## config.mk

```make
export PLATFORM = sky130hd
export DESIGN_NAME = slcan_command_decoder_unit
export DESIGN_NICKNAME = d
export VERILOG_FILES = /design/src/rtl/core/slcd_pkg.sv /design/src/rtl/core/slcan_command_decoder_unit.sv /design/src/rtl/core/slcd_front.sv /design/src/rtl/core/slcd_queue.sv /design/src/rtl/core/slcd_back.sv
export SDC_FILE = /design/constraint.sdc
export NUM_CORES = 1
export LEC_CHECK = 0
export BUFFER_PORTS_ARGS = -buffer_cell sky130_fd_sc_hd__buf_4
export CAP_MARGIN = 10
export CORE_MARGIN = 1
export CORE_UTILIZATION = 35
export DETAILED_ROUTE_END_ITERATION = 8
export SLEW_MARGIN = 20
export SYNTH_ARGS = -nofsm -noshare
export SYNTH_HDL_FRONTEND = slang
export SYNTH_SLANG_ARGS = --single-unit
```

## constraint.sdc

```tcl
create_clock -name i_clk -period 7.3 [get_ports i_clk]
set_input_delay 0 -clock i_clk [delete_from_list [all_inputs] [get_ports i_clk]]
set_output_delay 0 -clock i_clk [all_outputs]
set_load 0.005 [all_outputs]
```

## src/rtl/core/slcd_pkg.sv

```systemverilog
package slcd_pkg;

    localparam int LINE_MAX_DEF = 32;

    localparam logic [1:0] CMD_BYTE    = 2'd0;
    localparam logic [1:0] CMD_UART    = 2'd1;
    localparam logic [1:0] CMD_TX_DONE = 2'd2;
    localparam logic [1:0] CMD_RX_ERR  = 2'd3;

    localparam logic [1:0] KIND_CHAR  = 2'd0;
    localparam logic [1:0] KIND_FRAME = 2'd1;
    localparam logic [1:0] KIND_RESET = 2'd2;

    localparam logic [7:0] CH_CR   = 8'h0D;
    localparam logic [7:0] CH_BEL  = 8'h07;
    localparam logic [7:0] CH_ZERO = 8'h30;

    typedef enum logic [2:0] {
        OP_BYTE,
        OP_EOL,
        OP_UART_ERR,
        OP_TX_DONE,
        OP_RX_ERR
    } t_op;

    typedef struct packed {
        t_op        op;
        logic [7:0] data_byte;
        logic       done_extended;
        logic       done_ok;
        logic       fault_detail;
    } t_item;

    // Upper bit flags a character that is not an uppercase hex digit.
    function automatic logic [4:0] hex_val(input logic [7:0] c);
        logic [4:0] v;
        v = 5'h10;
        if (c >= "0" && c <= "9") begin
            v = {1'b0, 4'(c - "0")};
        end else if (c >= "A" && c <= "F") begin
            v = {1'b0, 4'(c - "A" + 8'd10)};
        end
        return v;
    endfunction

    function automatic logic [7:0] hex_char(input logic [3:0] n);
        logic [7:0] c;
        c = (n < 4'd10) ? (8'("0") + {4'd0, n}) : (8'("A") + {4'd0, n} - 8'd10);
        return c;
    endfunction

    function automatic logic [7:0] reset_char(input logic [3:0] pos);
        logic [7:0] c;
        unique case (pos)
            4'd1:    c = "R";
            4'd2:    c = "E";
            4'd3:    c = "S";
            4'd4:    c = "E";
            4'd5:    c = "T";
            4'd6:    c = "N";
            4'd7:    c = "O";
            4'd8:    c = "W";
            default: c = 8'd0;
        endcase
        return c;
    endfunction

endpackage

```

## src/rtl/core/slcan_command_decoder_unit.sv

```systemverilog
// Serial-line CAN command decoder. Each transfer on the input carries a received
// ASCII byte or a CAN/UART event; each transfer on the output carries one reply
// character, one frame to send, or a reset request, with o_last on the final one.
// An ordinary byte is stored when the command engine pops it. A carriage return
// walks the stored line through the single read port of the line memory, a read
// and a process state per stored byte, then decides and emits each result into
// a free output slot. A two-entry queue sits between input stage and engine.
module slcan_command_decoder_unit
    import slcd_pkg::*;
#(
    parameter int LINE_MAX = LINE_MAX_DEF
) (
    input  logic        i_clk,
    input  logic        i_rst_n,
    input  logic        i_in_valid,
    output logic        o_in_ready,
    input  logic [1:0]  i_cmd,
    input  logic [7:0]  i_data_byte,
    input  logic        i_done_extended,
    input  logic        i_done_ok,
    input  logic        i_fault_detail,
    output logic        o_out_valid,
    input  logic        i_out_ready,
    output logic [1:0]  o_kind,
    output logic [7:0]  o_reply_char,
    output logic [28:0] o_frame_id,
    output logic        o_frame_extended,
    output logic        o_frame_remote,
    output logic [3:0]  o_frame_dlc,
    output logic [63:0] o_frame_data,
    output logic [3:0]  o_bitrate_code,
    output logic        o_last
);

    logic  push;
    logic  pop;
    logic  q_full;
    logic  q_empty;
    t_item f_item;
    t_item q_item;

    slcd_front u_front (
        .i_clk           (i_clk),
        .i_rst_n         (i_rst_n),
        .i_in_valid      (i_in_valid),
        .o_in_ready      (o_in_ready),
        .i_cmd           (i_cmd),
        .i_data_byte     (i_data_byte),
        .i_done_extended (i_done_extended),
        .i_done_ok       (i_done_ok),
        .i_fault_detail  (i_fault_detail),
        .o_push          (push),
        .o_item          (f_item),
        .i_q_full        (q_full)
    );

    slcd_queue u_queue (
        .i_clk   (i_clk),
        .i_rst_n (i_rst_n),
        .i_push  (push),
        .i_item  (f_item),
        .o_full  (q_full),
        .i_pop   (pop),
        .o_empty (q_empty),
        .o_item  (q_item)
    );

    slcd_back #(
        .LINE_MAX (LINE_MAX)
    ) u_back (
        .i_clk            (i_clk),
        .i_rst_n          (i_rst_n),
        .i_q_empty        (q_empty),
        .i_q_item         (q_item),
        .o_pop            (pop),
        .o_out_valid      (o_out_valid),
        .i_out_ready      (i_out_ready),
        .o_kind           (o_kind),
        .o_reply_char     (o_reply_char),
        .o_frame_id       (o_frame_id),
        .o_frame_extended (o_frame_extended),
        .o_frame_remote   (o_frame_remote),
        .o_frame_dlc      (o_frame_dlc),
        .o_frame_data     (o_frame_data),
        .o_bitrate_code   (o_bitrate_code),
        .o_last           (o_last)
    );

endmodule

```

## src/rtl/core/slcd_front.sv

```systemverilog
module slcd_front
    import slcd_pkg::*;
(
    input  logic       i_clk,
    input  logic       i_rst_n,
    input  logic       i_in_valid,
    output logic       o_in_ready,
    input  logic [1:0] i_cmd,
    input  logic [7:0] i_data_byte,
    input  logic       i_done_extended,
    input  logic       i_done_ok,
    input  logic       i_fault_detail,
    output logic       o_push,
    output t_item      o_item,
    input  logic       i_q_full
);

    logic  r_valid;
    t_item r_item;
    t_op   n_op;

    always_comb begin
        unique case (i_cmd)
            CMD_BYTE:    n_op = (i_data_byte == CH_CR) ? OP_EOL : OP_BYTE;
            CMD_UART:    n_op = OP_UART_ERR;
            CMD_TX_DONE: n_op = OP_TX_DONE;
            default:     n_op = OP_RX_ERR;
        endcase
    end

    assign o_push     = r_valid && !i_q_full;
    assign o_in_ready = !r_valid || !i_q_full;
    assign o_item     = r_item;

    always_ff @(posedge i_clk) begin
        if (!i_rst_n) begin
            r_valid <= 1'b0;
        end else begin
            if (i_in_valid && o_in_ready) begin
                r_valid <= 1'b1;
                r_item  <= '{op: n_op, data_byte: i_data_byte,
                             done_extended: i_done_extended, done_ok: i_done_ok,
                             fault_detail: i_fault_detail};
            end else if (o_push) begin
                r_valid <= 1'b0;
            end
        end
    end

endmodule

```

## src/rtl/core/slcd_queue.sv

```systemverilog
module slcd_queue
    import slcd_pkg::*;
(
    input  logic  i_clk,
    input  logic  i_rst_n,
    input  logic  i_push,
    input  t_item i_item,
    output logic  o_full,
    input  logic  i_pop,
    output logic  o_empty,
    output t_item o_item
);

    t_item      r_mem [2];
    logic       r_wp;
    logic       r_rp;
    logic [1:0] r_cnt;

    assign o_full  = (r_cnt == 2'd2);
    assign o_empty = (r_cnt == 2'd0);
    assign o_item  = r_mem[r_rp];

    always_ff @(posedge i_clk) begin
        if (!i_rst_n) begin
            r_wp  <= 1'b0;
            r_rp  <= 1'b0;
            r_cnt <= 2'd0;
        end else begin
            if (i_push) begin
                r_mem[r_wp] <= i_item;
                r_wp        <= !r_wp;
            end
            if (i_pop) begin
                r_rp <= !r_rp;
            end
            r_cnt <= r_cnt + {1'b0, i_push} - {1'b0, i_pop};
        end
    end

endmodule

```

## src/rtl/core/slcd_back.sv

```systemverilog
module slcd_back
    import slcd_pkg::*;
#(
    parameter int LINE_MAX = LINE_MAX_DEF
) (
    input  logic        i_clk,
    input  logic        i_rst_n,
    input  logic        i_q_empty,
    input  t_item       i_q_item,
    output logic        o_pop,
    output logic        o_out_valid,
    input  logic        i_out_ready,
    output logic [1:0]  o_kind,
    output logic [7:0]  o_reply_char,
    output logic [28:0] o_frame_id,
    output logic        o_frame_extended,
    output logic        o_frame_remote,
    output logic [3:0]  o_frame_dlc,
    output logic [63:0] o_frame_data,
    output logic [3:0]  o_bitrate_code,
    output logic        o_last
);

    localparam int AW = $clog2(LINE_MAX);
    localparam int LW = $clog2(LINE_MAX + 1);

    typedef enum logic [4:0] {
        S_IDLE = 5'b00001,
        S_RD   = 5'b00010,
        S_PROC = 5'b00100,
        S_DEC  = 5'b01000,
        S_EMIT = 5'b10000
    } t_state;

    typedef enum logic [3:0] {
        RSP_NACK,
        RSP_ACK,
        RSP_ACK_BR,
        RSP_F,
        RSP_V,
        RSP_Z,
        RSP_FRAME,
        RSP_RESET
    } t_rsp;

    logic [7:0]    r_line [LINE_MAX];
    logic [7:0]    r_rdata;

    t_state        r_state;
    t_rsp          r_rsp;
    logic [2:0]    r_step;
    logic [LW-1:0] r_len;
    logic [LW-1:0] r_idx;
    logic [1:0]    r_mode;
    logic [3:0]    r_brd;
    logic          r_known;
    logic [7:0]    r_flags;
    logic [7:0]    r_fsnap;
    logic          r_zext;

    logic [7:0]    r_c0;
    logic          r_ext;
    logic          r_wok;
    logic [7:0]    r_sdig;
    logic [28:0]   r_id;
    logic          r_bad;
    logic [7:0]    r_dlc;
    logic [63:0]   r_data;

    logic          r_ovalid;
    logic [1:0]    r_okind;
    logic [7:0]    r_ochar;
    logic [28:0]   r_oid;
    logic          r_oext;
    logic          r_ortr;
    logic [3:0]    r_odlc;
    logic [63:0]   r_odata;
    logic [3:0]    r_obr;
    logic          r_olast;

    logic          mem_we;
    logic [4:0]    hv;
    logic [3:0]    expn;
    logic [7:0]    c_sel;
    logic [9:0]    need;
    logic          frame_ok;
    logic          slot_free;
    logic [1:0]    e_kind;
    logic [7:0]    e_char;
    logic [3:0]    e_br;
    logic          e_last;

    assign o_pop = (r_state == S_IDLE) && !i_q_empty;
    assign mem_we = o_pop && (i_q_item.op == OP_BYTE) && (r_len < LW'(LINE_MAX));

    always_ff @(posedge i_clk) begin
        if (mem_we) begin
            r_line[r_len[AW-1:0]] <= i_q_item.data_byte;
        end
        r_rdata <= r_line[r_idx[AW-1:0]];
    end

    assign hv    = hex_val(r_rdata);
    assign expn  = r_ext ? 4'd9 : 4'd4;
    assign c_sel = (r_len == '0) ? CH_CR : r_c0;
    assign need  = 10'(expn) + {1'b0, r_dlc, 1'b0} + 10'd1;
    assign frame_ok = r_mode[1] && (r_len > LW'(expn)) && (r_dlc <= 8'd8)
                      && (10'(r_len) == need) && !r_bad;
    assign slot_free = !r_ovalid || i_out_ready;

    always_comb begin
        e_kind = KIND_CHAR;
        e_char = CH_BEL;
        e_br   = 4'd0;
        e_last = 1'b1;
        unique case (r_rsp)
            RSP_NACK: e_char = CH_BEL;
            RSP_ACK:  e_char = CH_CR;
            RSP_ACK_BR: begin
                e_char = CH_CR;
                e_br   = r_brd;
            end
            RSP_F: begin
                e_last = (r_step == 3'd3);
                case (r_step)
                    3'd0:    e_char = "F";
                    3'd1:    e_char = hex_char(r_fsnap[7:4]);
                    3'd2:    e_char = hex_char(r_fsnap[3:0]);
                    default: e_char = CH_CR;
                endcase
            end
            RSP_V: begin
                e_last = (r_step == 3'd5);
                case (r_step)
                    3'd0:    e_char = "V";
                    3'd1:    e_char = "4";
                    3'd2:    e_char = "3";
                    3'd3:    e_char = "2";
                    3'd4:    e_char = "1";
                    default: e_char = CH_CR;
                endcase
            end
            RSP_Z: begin
                e_last = (r_step == 3'd1);
                e_char = (r_step == 3'd0) ? (r_zext ? 8'("Z") : 8'("z")) : CH_CR;
            end
            RSP_FRAME: begin
                e_kind = KIND_FRAME;
                e_char = 8'd0;
            end
            default: begin
                e_kind = KIND_RESET;
                e_char = 8'd0;
            end
        endcase
    end

    always_ff @(posedge i_clk) begin
        if (!i_rst_n) begin
            r_state  <= S_IDLE;
            r_len    <= '0;
            r_mode   <= 2'd0;
            r_brd    <= 4'd0;
            r_known  <= 1'b0;
            r_flags  <= 8'd0;
            r_ovalid <= 1'b0;
        end else begin
            if (r_ovalid && i_out_ready && (r_state != S_EMIT)) begin
                r_ovalid <= 1'b0;
            end
            unique case (r_state)
                S_IDLE: begin
                    if (o_pop) begin
                        r_step <= 3'd0;
                        case (i_q_item.op)
                            OP_BYTE: begin
                                if (r_len < LW'(LINE_MAX)) begin
                                    r_len <= r_len + 1'b1;
                                end else begin
                                    r_flags[1] <= 1'b1;
                                end
                            end
                            OP_EOL: begin
                                r_idx  <= '0;
                                r_wok  <= 1'b1;
                                r_sdig <= 8'd0;
                                r_id   <= 29'd0;
                                r_bad  <= 1'b0;
                                r_dlc  <= 8'd0;
                                r_data <= 64'd0;
                                r_state <= (r_len == '0) ? S_DEC : S_RD;
                            end
                            OP_UART_ERR: r_flags[0] <= 1'b1;
                            OP_TX_DONE: begin
                                r_zext <= i_q_item.done_extended;
                                if (i_q_item.done_ok) begin
                                    r_rsp <= RSP_Z;
                                end else begin
                                    r_flags[5] <= 1'b1;
                                    if (i_q_item.fault_detail) begin
                                        r_flags[4] <= 1'b1;
                                    end
                                    r_rsp <= RSP_NACK;
                                end
                                r_state <= S_EMIT;
                            end
                            default: begin
                                r_flags[7] <= 1'b1;
                                if (i_q_item.fault_detail) begin
                                    r_flags[6] <= 1'b1;
                                end
                            end
                        endcase
                    end
                end
                S_RD: r_state <= S_PROC;
                S_PROC: begin
                    if (r_idx == '0) begin
                        r_c0  <= r_rdata;
                        r_ext <= (r_rdata == "T") || (r_rdata == "R");
                    end else begin
                        if (r_idx < LW'(9)) begin
                            r_wok <= r_wok && (r_rdata == reset_char(r_idx[3:0]));
                        end
                        if (r_idx == LW'(1)) begin
                            r_sdig <= r_rdata - CH_ZERO;
                        end
                        if (r_idx < LW'(expn)) begin
                            r_id <= {r_id[24:0], hv[3:0]};
                            if (hv[4] || ((r_idx == LW'(1))
                                    && (hv[3:0] > (r_ext ? 4'd1 : 4'd7)))) begin
                                r_bad <= 1'b1;
                            end
                        end else if (r_idx == LW'(expn)) begin
                            r_dlc <= r_rdata - CH_ZERO;
                        end else begin
                            r_data <= {r_data[59:0], hv[3:0]};
                            if (hv[4]) begin
                                r_bad <= 1'b1;
                            end
                        end
                    end
                    r_idx   <= r_idx + 1'b1;
                    r_state <= (r_idx + 1'b1 == r_len) ? S_DEC : S_RD;
                end
                S_DEC: begin
                    r_rsp   <= RSP_NACK;
                    r_len   <= '0;
                    r_state <= S_EMIT;
                    unique case (c_sel)
                        "O", "L": begin
                            if (r_len == LW'(1) && r_mode == 2'd0 && r_known) begin
                                r_mode <= (c_sel == "O") ? 2'd3 : 2'd1;
                                r_rsp  <= RSP_ACK_BR;
                            end
                        end
                        "C": begin
                            if (r_len == LW'(1)) begin
                                r_mode  <= 2'd0;
                                r_flags <= 8'd0;
                                r_rsp   <= RSP_ACK;
                            end
                        end
                        "F": begin
                            if (r_len == LW'(1) && r_mode != 2'd0) begin
                                r_fsnap <= r_flags;
                                r_flags <= 8'd0;
                                r_rsp   <= RSP_F;
                            end
                        end
                        "V": begin
                            if (r_len <= LW'(1)) begin
                                r_rsp <= RSP_V;
                            end
                        end
                        "S": begin
                            if (r_len == LW'(2) && r_mode == 2'd0 &&
                                (r_sdig == 8'd3 || r_sdig == 8'd4 || r_sdig == 8'd5 ||
                                 r_sdig == 8'd6 || r_sdig == 8'd8)) begin
                                r_brd   <= r_sdig[3:0];
                                r_known <= 1'b1;
                                r_rsp   <= RSP_ACK;
                            end
                        end
                        "t", "T", "r", "R": begin
                            if (frame_ok) begin
                                r_data <= r_data << {4'd8 - r_dlc[3:0], 3'b000};
                                r_rsp  <= RSP_FRAME;
                            end
                        end
                        "W": begin
                            if (r_len == LW'(9) && r_wok) begin
                                r_mode  <= 2'd0;
                                r_brd   <= 4'd0;
                                r_known <= 1'b0;
                                r_flags <= 8'd0;
                                r_rsp   <= RSP_RESET;
                            end
                        end
                        default: r_rsp <= RSP_NACK;
                    endcase
                end
                S_EMIT: begin
                    if (slot_free) begin
                        r_ovalid <= 1'b1;
                        r_okind  <= e_kind;
                        r_ochar  <= e_char;
                        r_obr    <= e_br;
                        r_olast  <= e_last;
                        r_oid    <= (e_kind == KIND_FRAME) ? r_id : 29'd0;
                        r_oext   <= (e_kind == KIND_FRAME) && r_ext;
                        r_ortr   <= (e_kind == KIND_FRAME) && ((r_c0 == "r") || (r_c0 == "R"));
                        r_odlc   <= (e_kind == KIND_FRAME) ? r_dlc[3:0] : 4'd0;
                        r_odata  <= (e_kind == KIND_FRAME) ? r_data : 64'd0;
                        r_step   <= r_step + 1'b1;
                        if (e_last) begin
                            r_state <= S_IDLE;
                        end
                    end
                end
                default: r_state <= S_IDLE;
            endcase
        end
    end

    assign o_out_valid      = r_ovalid;
    assign o_kind           = r_okind;
    assign o_reply_char     = r_ochar;
    assign o_frame_id       = r_oid;
    assign o_frame_extended = r_oext;
    assign o_frame_remote   = r_ortr;
    assign o_frame_dlc      = r_odlc;
    assign o_frame_data     = r_odata;
    assign o_bitrate_code   = r_obr;
    assign o_last           = r_olast;

endmodule

```

==> impl_metrics.py, run 1 <==
metrics = {
    "outcome": {
        "status": "finished, final reports clean",
    },
    "power": {
        "ir_worst_vdd_mv": 0.189,
        "p_leak_nw": 10.8,
        "power_mw": 7.91,
        "cellPowerDensity_nw_per_um2": 258,
    },
    "global_routing": {
        "grt_antenna_before_repair": 1,
        "grt-ovfl-total": 0,
        "grt_pass1_vias": 15800,
        "grt_first_pass_wirelength_mm": 96.9,
        "grt_max_degree": 114,
        "grt_usage_pct": 16.2,
    },
    "cells_and_area": {
        "final_common_cell": "edfxtp_1",
        "synthToLayoutAreaGrowth_pct": 16.3,
        "final_core_util_pct": 41.2,
        "nets": 1984,
        "antennaDiodeCount": 0,
        "layout-drive-gt1-share_pct": 20.4,
        "final_cell_mix": "edfxtp_1 (550), buf_4 (153), and3_1 (146)",
    },
    "worst_setup_path": {
        "r2r_cells": 9,
        "r2r-end": "u_back.r_data[22]$_SDFFCE_PN0P_",
        "arrival_ps": 4030,
        "path_class": "register to register",
        "critPathMaxFanout": 64,
        "worst-r2r-setup-slack_ps": 3500,
        "critPathLaunchType": "register",
        "worst_path_largest_cell_delay_ps": 680,
        "path_cells": "inv_1 > ha_1 > nand3_1 > a2111oi_0 > nor3b_1 > nor4b_1 > nand2_1 > a21oi_4 > buf_4",
        "cp_data_required_time_ps": 7520,
        "slowest_stage": "buf_4",
        "endpoint_kind": "register",
        "r2r-start": "u_back.r_ext$_DFFE_PP_",
    },
    "floorplanning": {
        "initial_core_util_pct": 35.4,
        "die_w_um": 276,
        "ioPinCount": 133,
        "fp-row-count": 100,
        "core_sq_um": 74400,
        "fp.dieH_um": 276,
        "die-area_sq_um": 76300,
    },
    "synth": {
        "synth_cells": 1803,
        "ys_top_cells_by_area": "edfxtp_1 (63%), mux4_2 (8.2%), and3_1 (3.5%)",
        "synth_top_flop_cell": "edfxtp_1",
        "synthAdderAreaFrac_pct": 1.95,
        "ys.warnings.count": 0,
        "yosysSeqAreaShare_pct": 66.1,
        "ys_types": 76,
        "synth.area.mux_share_pct": 11.2,
        "synth_area_sq_um": 26300,
        "syn_area_per_cell_sq_um": 14.6,
        "synth.ff_latch_count": 595,
        "synth-async-reset-ratio_pct": 0,
        "synthSimpleGateAreaFrac_pct": 10.4,
        "synth_top_cell_area_share_pct": 62.7,
        "syn-num-nets": 1861,
        "synth-edff-count": 550,
        "yosysTopAreaCell": "edfxtp_1",
        "synth_xor_area_share_pct": 1.47,
        "synth-compound-area-share_pct": 6.71,
        "synth_top_family_by_area": "multiplexers",
    },
    "route": {
        "drt-vias-per-instance": 5.42,
        "vias": 16000,
        "drtPass1Iterations": 6,
        "wire_per_inst_um": 21.2,
        "wirelength_mm": 62.6,
        "drc": 0,
        "first_iter_violations": 1428,
        "detail-route-antenna-nets": 0,
    },
    "clock_tree": {
        "htreeDepth": 2,
        "ctsRootBufferMaster": "clkbuf_16",
        "clkSlewWorstSetupHoldPaths_ps": 60,
        "cts_tree": "done",
        "cts_setup_buffers": 0,
        "cts_made_buffers": 61,
        "insertion_delay_ps": 640,
        "cts_sinks": 595,
        "clockBufferDepth": 3,
    },
    "sta": {
        "finClkSkew_ps": 47.9,
        "fmax_mhz": 263,
        "rsz0062_at_grt": "false",
        "maxSlewViolCount": 0,
        "period_share_pct": 52.1,
        "hold_viol": 0,
        "period_needed_ps": 3800,
        "setup_viol": 0,
        "worst_slew_pin_slew_ps": 1010,
        "maxSlewHeadroom_pct": 32.7,
        "tns_ps": 0,
    },
    "flow_run": {
        "drv_cap": 0,
    },
    "place": {
        "place_congestion": 0.856,
        "hpwl_mm": 40.0,
        "port_buffers": 131,
    },
    "min_path": {
        "hold_end": "u_front.o_item[2]$_DFFE_PP_",
        "hold_path_depth": 2,
        "hold_path.startpoint": "i_done_extended",
        "hold_path.class": "input port to register",
    },
}
-- cell type report --
type / count / area (sq um)
Fill cell: 6770 / 43800
Multi-Input combinational cell: 1058 / 8410
Inverter: 38 / 143
Clock inverter: 45 / 519
Tap cell: 969 / 1210
Clock buffer: 71 / 1600
Sequential cell: 595 / 17400
Timing Repair Buffer: 172 / 1340
-- synth_stat cells (19+ instances only) --
cell type and instances:
xnor2_1 24, mux2_2 28, and3_1 147, buf_1 23, nor2_1 131, a211oi_1 23
clkbuf_1 86, mux4_2 96, a21oi_1 72, nand3_1 19, nor2b_1 19, nand2_1 103
ha_1 41, inv_1 36, mux2i_1 46, dfxtp_1 45, o21ai_0 86, edfxtp_1 550
-- worst max-delay path: cells and delay by family (launching register included) --
kind                       cells  cell delay (ps)
buffers and inverters          2              870
adders and majority gates      1              380
and+or+nand+nor                4              880
AOI/OAI and AO/OA              2              650
DFF                            1              600
-- what timing repair did --
item                                   CTS  global route
setup endpoints to repair                0             0
hold buffers                            19             0
endpoints found under the hold margin   41             0
gates resized for setup                  0             0
-- worst max path at each step --
stage	startpoint	to	slack [ps]
after CTS	u_back.r_dlc[0]$_DFFE_PP_	u_back.r_data[32]$_SDFFCE_PN0P_	3540
after global routing	u_back.r_rdata[0]$_DFF_P_	u_back.r_bad$_DFFE_PP_	3170
after floorplan	u_back.r_dlc[0]$_DFFE_PP_	u_back.r_data[0]$_SDFFCE_PN0P_	1140
after detailed placement	u_back.r_ext$_DFFE_PP_	u_back.r_data[40]$_SDFFCE_PN0P_	3560
after global placement	u_back.r_dlc[0]$_DFFE_PP_	u_back.r_data[60]$_SDFFCE_PN0P_	3540
final	u_back.r_ext$_DFFE_PP_	u_back.r_data[22]$_SDFFCE_PN0P_	3500
-- metal layers --
metal | track usage (%) | share of wire, %
met5 | 0 | 0.021
met4 | 3.80 | 1.8
met3 | 2.82 | 6.2
met2 | 26.1 | 47
met1 | 22.8 | 45
-- sequential cells by signal (all words and copies together) (netlist names), 5 cells and up, named ones only --
signal               cells
u_back.r_line          256
u_back.o_frame_data     64
u_back.r_data           64
u_back.o_frame_id       29
u_back.r_id             29
u_queue.r_mem           28
u_front.o_item          14
u_back.r_c0              8
u_back.r_dlc             8
u_back.r_rdata           8
u_back.r_sdig            8
u_back.o_reply_char      7
u_back.r_flags           6
u_back.r_fsnap           6
u_back.r_idx             6
u_back.r_len             6
u_back.r_state           5
-- per-stage QoR --
| stage | worst slack [ps] | instances | hold WS (ps) | instance area (sq um) |
|---|---|---|---|---|
| after CTS | 3540 | 2948 | 49.2 | 30600 |
| after detailed placement | 3560 | 2813 | 180 | 28300 |
| after floorplan | 1140 | 1803 | 98.9 | 26300 |
| after global routing | 3170 | 2948 | 50.9 | 30600 |
| after global placement | 3540 | 2813 | 181 | 28300 |
| final | 3500 | 2948 | 78.4 | 30600 |
-- cell families (layout without fill, tap and decap cells) --
| kind of cell | count (synthesis) | count (layout) |
|---|---|---|
| adders and majority gates | 41 | 41 |
| DFF | 595 | 595 |
| muxes | 170 | 170 |
| xor gates and xnor gates | 41 | 41 |
| and+or+nand+nor | 522 | 522 |
| other | 1 | 1 |
| buffers and inverters | 150 | 326 |
| AOI/OAI and AO/OA | 283 | 283 |
-- where the power goes --
group	leakage, nW	switching, mW	internal (mW)	total [mW]
registers	5.45	0.0797	3.91	3.99
clock network	1.02	1.36	1.90	3.26
logic	4.33	0.446	0.218	0.664
total	10.8	1.89	6.02	7.91
No activity file was read; power rests on OpenSTA's default activity.
==> run 2, diff against run 1 <==
==> constraint.sdc (replaced) <==
create_clock -name i_clk -period 3.5 [get_ports i_clk]
set_input_delay 0 -clock i_clk [delete_from_list [all_inputs] [get_ports i_clk]]
set_output_delay 0 -clock i_clk [all_outputs]
set_load 0.005 [all_outputs]
==> run 2 against run 1 <==
Net effect:
- hold slack is essentially flat
- non-clock buffer count is 51 higher
- clock skew decreased by 6.9 ps
- largest cell class unchanged
- cell area is 1.2% higher
- register-to-register slack worse by 3100 ps
- combinational power rose by 120%
==> impl_metrics.py, run 2 (synthesis gave the netlist of run 1 again) <==
metrics = {
    "outcome": {
        "status": "finished, final reports clean",
    },
    "clock_tree": {
        "cts_tree": "done",
        "clockBufferDepth": 3,
        "cts_setup_buffers": 0,
        "clkSlewWorstSetupHoldPaths_ps": 70,
        "ctsRootBufferMaster": "clkbuf_16",
        "cts_made_buffers": 60,
        "htreeDepth": 2,
        "insertion_delay_ps": 640,
        "cts_sinks": 595,
    },
    "worst_setup_path": {
        "critPathMaxFanout": 8,
        "path_class": "register to register",
        "cp-endpoint": "u_back.r_line[27][7]$_DFFE_PP_",
        "cp_data_required_time_ps": 3770,
        "endpoint_kind": "register",
        "critPathLaunchType": "register",
        "r2r_cells": 5,
        "r2r-end": "u_back.r_line[27][7]$_DFFE_PP_",
        "cp-startpoint": "u_back.r_state[1]$_SDFFE_PN0P_",
        "worst-r2r-setup-slack_ps": 380,
        "arrival_ps": 3380,
        "r2r-start": "u_back.r_state[1]$_SDFFE_PN0P_",
    },
    "floorplanning": {
        "fp.dieH_um": 276,
        "fp-row-count": 100,
        "core_sq_um": 74400,
        "die_w_um": 276,
        "initial_core_util_pct": 35.4,
        "ioPinCount": 133,
        "die-area_sq_um": 76300,
    },
    "sta": {
        "fmax_mhz": 321,
        "setup_viol": 0,
        "rsz0062_at_grt": "false",
        "maxSlewHeadroom_pct": 30.2,
        "period_share_pct": 89.0,
        "hold_viol": 0,
        "period_needed_ps": 3120,
        "tns_ps": 0,
        "finClkSkew_ps": 41.0,
        "worst_slew_pin_slew_ps": 1050,
        "maxSlewViolCount": 0,
    },
    "place": {
        "place_congestion": 0.881,
        "port_buffers": 131,
        "hpwl_mm": 41.4,
        "dpl_cell_area_sq_um": 28800,
    },
    "route": {
        "vias": 16100,
        "drc": 0,
        "wirelength_mm": 63.0,
        "detail-route-antenna-nets": 0,
        "wire_per_inst_um": 21.0,
        "first_iter_violations": 1636,
        "drtPass1Iterations": 5,
        "drt-vias-per-instance": 5.36,
    },
    "cells_and_area": {
        "final_common_cell": "edfxtp_1",
        "design_area_sq_um": 31000,
        "largest_reg_flops": 256,
        "nets": 2034,
        "synthToLayoutAreaGrowth_pct": 17.7,
        "fillers": 6638,
        "antennaDiodeCount": 0,
        "layout-drive-gt1-share_pct": 22.4,
        "final_cell_mix": "edfxtp_1 (550), buf_4 (202), and3_1 (146)",
    },
    "global_routing": {
        "grt_antenna_before_repair": 0,
        "grt_usage_pct": 16.3,
        "grt-ovfl-total": 0,
        "grt_pass1_vias": 15800,
        "grt_first_pass_wirelength_mm": 97.2,
        "grt_max_degree": 100,
    },
    "power": {
        "clkPwrFrac_pct": 40.5,
        "p_leak_nw": 11.1,
        "share_comb_of_total_power_pct": 9.0,
        "p_seq_share_pct": 50.6,
        "intPower_mw": 12.5,
        "switching_share_pct": 23.9,
        "cellPowerDensity_nw_per_um2": 528,
        "p_sw_mw": 3.91,
        "ir_worst_vdd_mv": 0.362,
    },
    "min_path": {
        "hold_path.class": "input port to register",
    },
    "flow_run": {
        "drv_cap": 0,
    },
}
==> run 2: changes by cell type in the layout (fill, tap and decap cells not counted), moves of 3 or more <==
| cell | before | now |
|---|---|---|
| buf_12 | 0 | 3 |
| clkbuf_1 | 8 | 3 |
| clkinvlp_4 | 7 | 4 |
| buf_4 | 153 | 202 |
| clkinv_1 | 8 | 15 |
==> run 2: power by group through the flow <==
stage | sequential (mW) | clock [mW] | combinational, mW
after floorplan | 8.36 | 0 | 0.971
after global placement | 8.42 | 0 | 1.44
after detailed placement | 8.43 | 0 | 1.46
after CTS | 8.28 | 6.79 | 1.48
after global routing | 8.29 | 7.03 | 1.60
final | 8.28 | 6.62 | 1.47
==> run 2: how the worst min path moves through the flow <==
stage          slack, ps  depth (start not counted)                     endpoint       startpoint
5_1_grt               60                          2  u_front.o_item[0]$_DFFE_PP_   i_fault_detail
6_report              80                          2  u_front.o_item[0]$_DFFE_PP_   i_fault_detail
4_1_cts               40                          2  u_front.o_item[2]$_DFFE_PP_  i_done_extended
3_3_place_gp         180                          1  u_front.o_item[2]$_DFFE_PP_  i_done_extended
2_1_floorplan        100                          0  u_front.o_item[0]$_DFFE_PP_   i_fault_detail
3_5_place_dp         180                          1  u_front.o_item[2]$_DFFE_PP_  i_done_extended
==> run 2: stage by stage <==
step                std cells  power, mW  setup WS (ps)  hold slack (ps)  util (%)
floorplan                1803       9.33           22.7             98.9         -
global placement         2865       9.86            469              179      38.7
detailed placement       2865       9.89            408              180      38.7
CTS                      2996       16.5            377             40.3      41.6
global route             2996       16.9            128             56.9      41.6
finish                   2996       16.4            384             78.1      41.6
==> run 2: critical path, cell delays in order, from the launching register on <==
cell     delay [ps]
dfxtp_1         360
or4b_1          560
or3_1           470
nor4_4          460
nand2_2         250
nor2_1          630
==> run 2: per-layer routing <==
metal,vias up,part of all wire (%),track usage (%),wire length (um)
met5,-,0,0,0
met4,0,1.9,3.78,1210
met3,75,5.5,2.50,3480
met2,541,48,26.8,30400
met1,8122,44,22.7,27800
li1,7326,-,-,-
==> run 2: layout make-up <==
cell class                 instances  area [sq um]  share of cell area, %
timing repair buffer             223          1760                   5.67
inverter                          38           143                  0.460
clock inverter                    50           537                   1.73
multi-input combinational       1058          8430                   27.2
sequential                       595         17400                   56.2
clock buffer                      63          1510                   4.88
tap                              969          1210                   3.91
==> run 2: repair_timing <==
action	in CTS	in global routing
endpoints found under the hold margin	43	0
gates resized for setup	0	0
hold buffers	18	0
